<file path="config.mk">
export PLATFORM = sky130hd
export DESIGN_NAME = gol_row_unit
export DESIGN_NICKNAME = d
export VERILOG_FILES = /design/src/hw/rtl/gol_pkg.sv /design/src/hw/rtl/gol_row_unit.sv
export SDC_FILE = /design/constraint.sdc
export NUM_CORES = 1
export LEC_CHECK = 0
export ABC_CLOCK_PERIOD_IN_PS = 6000
export BUFFER_PORTS_ARGS = -buffer_cell sky130_fd_sc_hd__buf_2
export CAP_MARGIN = 15
export CORE_MARGIN = 1
export CORE_UTILIZATION = 35
export DETAILED_ROUTE_END_ITERATION = 10
export GPL_TIMING_DRIVEN = 0
export PLACE_DENSITY_LB_ADDON = 0.15
export SLEW_MARGIN = 20
export SYNTH_ARGS = -nofsm -noshare
export SYNTH_HDL_FRONTEND = slang
export SYNTH_SLANG_ARGS = --single-unit
</file>
<file path="constraint.sdc">
create_clock -name vclk -period 6
set_input_delay 1.2 -clock vclk [all_inputs]
set_output_delay 1.2 -clock vclk [all_outputs]
set_load 0.005 [all_outputs]
</file>
<file path="src/hw/rtl/gol_pkg.sv">
// Shared types, constants and codes for the life grid stepper.
package gol_pkg;

   localparam int ROW_BITS         = 64;
   localparam int COL_IDX_W        = 6;
   localparam int FIELD_W          = 7;
   localparam int MAX_SIDE_DEFAULT = 64;

   localparam logic [FIELD_W-1:0] SIDE_RESET = 7'd64;

   // B3/S23 neighbor counts
   localparam logic [3:0] BIRTH_COUNT   = 4'd3;
   localparam logic [3:0] SURVIVE_COUNT = 4'd2;

   typedef enum logic [1:0] {
      CMD_TOGGLE = 2'd0,
      CMD_STEP   = 2'd1,
      CMD_READ   = 2'd2
   } cmd_type;

   typedef enum logic [1:0] {
      STATUS_DONE     = 2'd0,
      STATUS_IGNORED  = 2'd1,
      STATUS_REJECTED = 2'd2
   } status_type;

   typedef enum logic [2:0] {
      ST_IDLE,
      ST_TGL,
      ST_READ,
      ST_STEP_LOAD,
      ST_STEP_ROW,
      ST_DONE
   } state_type;

endpackage

</file>
<file path="src/hw/rtl/gol_row_unit.sv">
// Next-generation row from three masked neighbor rows under the B3/S23 rule.
module gol_row_unit (
   input  logic [gol_pkg::ROW_BITS-1:0] up_row,
   input  logic [gol_pkg::ROW_BITS-1:0] mid_row,
   input  logic [gol_pkg::ROW_BITS-1:0] dn_row,
   output logic [gol_pkg::ROW_BITS-1:0] next_row
);

   always_comb begin
      logic [gol_pkg::ROW_BITS+1:0] up_p;
      logic [gol_pkg::ROW_BITS+1:0] mid_p;
      logic [gol_pkg::ROW_BITS+1:0] dn_p;
      logic [3:0]                   cnt;
      // pad with dead cells on both edges
      up_p  = {1'b0, up_row, 1'b0};
      mid_p = {1'b0, mid_row, 1'b0};
      dn_p  = {1'b0, dn_row, 1'b0};
      next_row = '0;
      for (int c = 0; c < gol_pkg::ROW_BITS; c++) begin
         cnt = 4'(up_p[c]) + 4'(up_p[c+1]) + 4'(up_p[c+2])
             + 4'(mid_p[c]) + 4'(mid_p[c+2])
             + 4'(dn_p[c]) + 4'(dn_p[c+1]) + 4'(dn_p[c+2]);
         next_row[c] = (cnt == gol_pkg::BIRTH_COUNT)
                    || (mid_row[c] && (cnt == gol_pkg::SURVIVE_COUNT));
      end
   end

endmodule

</file>
==> results.cfg, run 1 <==
[setup_path]
crit_buf_inv = 4
cp.arrival_ns = 4.03
crit_type = primary input to output port
critPathMostFrequentCell = fa_1
cp-end-kind = output port
crit_path_top_delay_cell = fa_1
cp_top_family = adder cells
crit_fanout = 2
critPathRequiredTime_ns = 4.80
cpPeakStageDelay_ns = 0.50
cp-start-kind = primary input
cp_cell_sequence = buf_2 > inv_1 > fa_1 > fa_1 > fa_1 > inv_1 > ha_1 > fa_1 > or2_1 > a21oi_1 > buf_2

[route]
vias = 7967
drcViolationCount = 0
first_pass_iters = 4
wl_per_cell_um = 11.4
antenna_left = 0
drt-initial-drc-count = 126
viasPerCell = 4.32
drt-total-wl_um = 21000

[synthesis]
synth_top_area_share_pct = 47.1
synth_top_family_by_area = adder cells
ys_seq_area_share_pct = 0
yosys-mux-area-fraction_pct = 0
synthXorXnorAreaFrac_pct = 0
netlist-cell-type-count = 14
synth_area_leader_cell = fa_1
synth_area_leaders = fa_1, ha_1, inv_1
yosys.cell_count.top_type = inv_1
synth_fa_ha_area_share_pct = 69.1
synth_fp_nets = 1829
synth_compound_area_share_pct = 8.61
netlist_instances = 1197
synthSimpleGateAreaFrac_pct = 6.83
ys_warn_count = 0
syn_area_um2 = 10700
syn_area_per_cell_um2 = 8.95
synthTopCellsByCount = inv_1, fa_1, ha_1

[place]
dp_hpwl_um = 20900
post_dp_cell_area_um2 = 12500
io_buffers = 256
gp_congestion = 0.800

[grt]
grt_usage_pct = 14.2
grt_use_met1_pct = 18.9
grtUsageMet3_pct = 2.58
antenna_found_initial = 4
busiest_layer = met2
grt_pass1_vias = 8523
grt_pass1_wl_um = 37500
grt-ovfl-total = 0
use_met2_pct = 25.2
grt_start_max_net_pins = 4

[timing]
setup_viol = 0
slew_headroom_pct = 85.2
period_share_pct = 87.2
slew_viol_final = 0
hold_viol_final = 0
rsz0062_at_grt = no
period_needed_ns = 5.23
worst_pin_slew_ns = 0.222
max_freq_mhz = 191
tns_ns = 0

[run]
maxCapViolations = 0

[die]
die_y_um = 177
coreArea_um2 = 29900
rows = 63
die_x_um = 177
pin_count = 256
start_util_pct = 35.9
die_area_um2 = 31300

[final_layout]
regArea_um2 = 0
clockBufferCount = 0
drive_gt1_share_pct = 17.6
post-route-util_pct = 41.8
syn_to_final_growth_pct = 16.6
finalInstanceArea_um2 = 12500
final.fill_count = 3108
fin_nets = 2087
seq_cells = 0

[power_and_ir_drop]
power_density_nw_per_um2 = 158
p_leak_nw = 7.23
power_w = 0.00197
ir_drop_v = 0.0000598

[clock_tree]
cts_setup_buffers = 0
cts_hold_buffers = 0
cts_resized = 0

[status]
status = completed

[min_path]
hold_path.class = primary input to output port
stage by stage:
stage	hold slack (ns)	instances	setup slack, ns
after floorplan	2.52	1197	1.12
after global placement	2.77	1843	0.737
after detailed placement	2.76	1843	0.719
after CTS	2.76	1843	0.720
after global routing	2.78	1844	0.595
final	2.76	1845	0.768
kinds of logic (layout without fill, tap and decap cells):
family | count (synthesis) | in the layout
buffers and inverters | 442 | 698
adders and majority gates | 440 | 440
AOI/OAI and AO/OA | 184 | 184
and+or+nand+nor | 131 | 131
other | 0 | 2
metal layers:
| metal | part of all wire (%) | wire (µm) |
|---|---|---|
| met5 | 0.12 | 25 |
| met3 | 6.4 | 1340 |
| met1 | 46 | 9590 |
| met4 | 0.32 | 68 |
| met2 | 47 | 9930 |
cell type report:
class	count	area (µm²)	area share, %
multi-input combinational	755	9050	72.5
tap	390	488	3.91
inverter	442	1660	13.3
antenna	2	5.00	0.0401
timing repair buffer	256	1280	10.3
layout by cell type (no fill, tap or decap):
| cell | netlist | routed |
|---|---|---|
| inv_1 | 442 | 442 |
| or2_0 | 17 | 17 |
| nor3_1 | 1 | 1 |
| nor2_1 | 4 | 4 |
| or2_1 | 44 | 44 |
| o21ai_0 | 61 | 61 |
| a21oi_1 | 122 | 122 |
| nor2b_1 | 1 | 1 |
| ha_1 | 188 | 188 |
| diode_2 | 0 | 2 |
| nand2_1 | 1 | 1 |
| a31oi_1 | 1 | 1 |
| nand3_1 | 61 | 61 |
| fa_1 | 252 | 252 |
| nor3b_1 | 2 | 2 |
| buf_2 | 0 | 256 |
tightest hold or removal path: stages:
cell and delay [ns]:
buf_2 0.11, nor2_1 0.08, nor3_1 0.05, buf_2 0.12
power by group:
group | switching (W) | internal (W)
sequential | 0 | 0
clock | 0 | 0.0000000000446
combinational | 0.00106 | 0.000910
final timing paths:
| check | start | end | slack, ns | cells after the start |
|---|---|---|---|---|
| setup / recovery | up_row[35] | next_row[35] | 0.77 | 11 |
| hold / removal | mid_row[1] | next_row[1] | 2.76 | 4 |
No activity file was read; power rests on OpenSTA's default activity.
==> run 2: changes to the inputs <==
--- a/config.mk
+++ b/config.mk
@@ -6,7 +6,7 @@
 export NUM_CORES = 1
 export LEC_CHECK = 0
 export ABC_CLOCK_PERIOD_IN_PS = 6000
-export BUFFER_PORTS_ARGS = -buffer_cell sky130_fd_sc_hd__buf_2
+export BUFFER_PORTS_ARGS = -buffer_cell sky130_fd_sc_hd__buf_4
 export CAP_MARGIN = 15
 export CORE_MARGIN = 1
 export CORE_UTILIZATION = 35
==> run 2 against run 1 <==
  * Routed wire length up 3.9%
  * Fmax down 0.35%
  * Clock-buffer cell count unchanged
  * Die area unchanged
  * Setup slack worse by 0.019 ns
  * Highest routed layer is now met4
  * Sequential cell count unchanged
==> results.cfg, run 2 (same netlist as run 1, synthesis figures left out) <==
[status]
status = completed

[place]
gp_congestion = 0.795
pre_cts_ws_ns = 0.712
dp_hpwl_um = 21500
io_buffers = 256

[grt]
antenna_found_initial = 1
grt_pass1_wl_um = 38700
grt_start_max_net_pins = 4
grt_pass1_vias = 8884
grt-ovfl-total = 0
grt_usage_pct = 14.7

[setup_path]
crit_type = primary input to output port
cpPeakStageDelay_ns = 0.49
crit_path_top_delay_cell = fa_1
cp_cell_sequence = buf_4 > inv_1 > fa_1 > fa_1 > fa_1 > inv_1 > ha_1 > fa_1 > or2_0 > a21oi_1 > buf_4
cp-start-kind = primary input
crit_fanout = 2
cp-end-kind = output port
cp.arrival_ns = 4.05
critPathRequiredTime_ns = 4.80
critPathMostFrequentCell = fa_1

[die]
die_x_um = 177
pin_count = 256
coreArea_um2 = 29900
die_y_um = 177
start_util_pct = 35.9
die_area_um2 = 31300
rows = 63

[timing]
hold_viol_final = 0
rsz0062_at_grt = no
period_needed_ns = 5.25
setup_ws_ns = 0.750
tns_ns = 0
period_share_pct = 87.5
setup_viol = 0
slew_headroom_pct = 84.3
worst_pin_slew_ns = 0.235
max_freq_mhz = 190
slew_viol_final = 0

[clock_tree]
cts_resized = 0
cts_hold_buffers = 0
cts_setup_buffers = 0

[route]
drt-total-wl_um = 21800
drt-initial-drc-count = 103
viasPerCell = 4.33
wl_per_cell_um = 11.8
first_pass_iters = 4
antenna_left = 0
vias = 7980
drcViolationCount = 0

[final_layout]
regArea_um2 = 0
drive_gt1_share_pct = 17.6
final_common_cell = inv_1
seq_cells = 0
multi_input_area_um2 = 9050
final.fill_count = 3023
mostFrequentLayoutCells = inv_1, buf_4, fa_1
clockBufferCount = 0
fin_nets = 2087
syn_to_final_growth_pct = 22.5

[min_path]
holdCritStartpoint = mid_row[1]
hold_end = next_row[1]
hold_path.class = primary input to output port
hold_depth = 4

[power_and_ir_drop]
power_density_nw_per_um2 = 161
internal-power_w = 0.00103
switching_share_pct = 51.0
p_sw_w = 0.00107
power_w = 0.00211
seqPwrFrac_pct = 0
share_comb_of_total_power_pct = 100.0
clkPwrFrac_pct = 0
p_leak_nw = 7.41
ir_drop_v = 0.0000786

[run]
maxCapViolations = 0
==> run 2: final cells by class <==
class,count,share of cell area [%]
Antenna cell,1,0.0191
Inverter,442,12.6
Timing Repair Buffer,256,14.6
Tap cell,390,3.72
Multi-Input combinational cell,755,69.0
==> run 2: critical path: cells and delay by family <==
family / cells / cell delay [ns]
fa+ha+maj: 5 / 1.99
buf+inv: 4 / 0.42
simple gates: 1 / 0.22
compound gates: 1 / 0.20
==> run 2: per-layer routing <==
layer	GRT usage (%)	part of all wire [%]	wire (µm)	vias up
li1	-	-	-	4109
met1	19.5	45	9860	3716
met2	26.5	48	10500	151
met3	2.38	6.1	1330	4
met4	0.503	0.40	88	0
met5	0	0	0	-
==> run 2: worst max-delay path by stage <==
stage               startpoint           end  depth (start not counted)
floorplan           up_row[30]  next_row[31]                          9
global placement    up_row[16]  next_row[16]                         11
detailed placement  up_row[16]  next_row[16]                         11
CTS                 up_row[16]  next_row[16]                         11
global route        up_row[16]  next_row[16]                         11
finish              up_row[60]  next_row[60]                         11
==> run 2: per-stage QoR <==
stage | util [%] | instances | cell area, µm² | hold WS, ns
2_1_floorplan | - | 1197 | 10700 | 2.52
3_3_place_gp | 43.9 | 1843 | 13100 | 2.79
3_5_place_dp | 43.9 | 1843 | 13100 | 2.77
4_1_cts | 43.9 | 1843 | 13100 | 2.78
5_1_grt | 43.9 | 1844 | 13100 | 2.81
6_report | 43.9 | 1844 | 13100 | 2.77
==> run 2: power groups by stage <==
stage	clock [W]	sequential, W	combinational [W]
2_1_floorplan	0	0	0.00140
3_3_place_gp	0	0	0.00209
3_5_place_dp	0	0	0.00215
4_1_cts	0	0	0.00217
5_1_grt	0.0000000000223	0	0.00254
6_report	0.0000000000223	0	0.00211
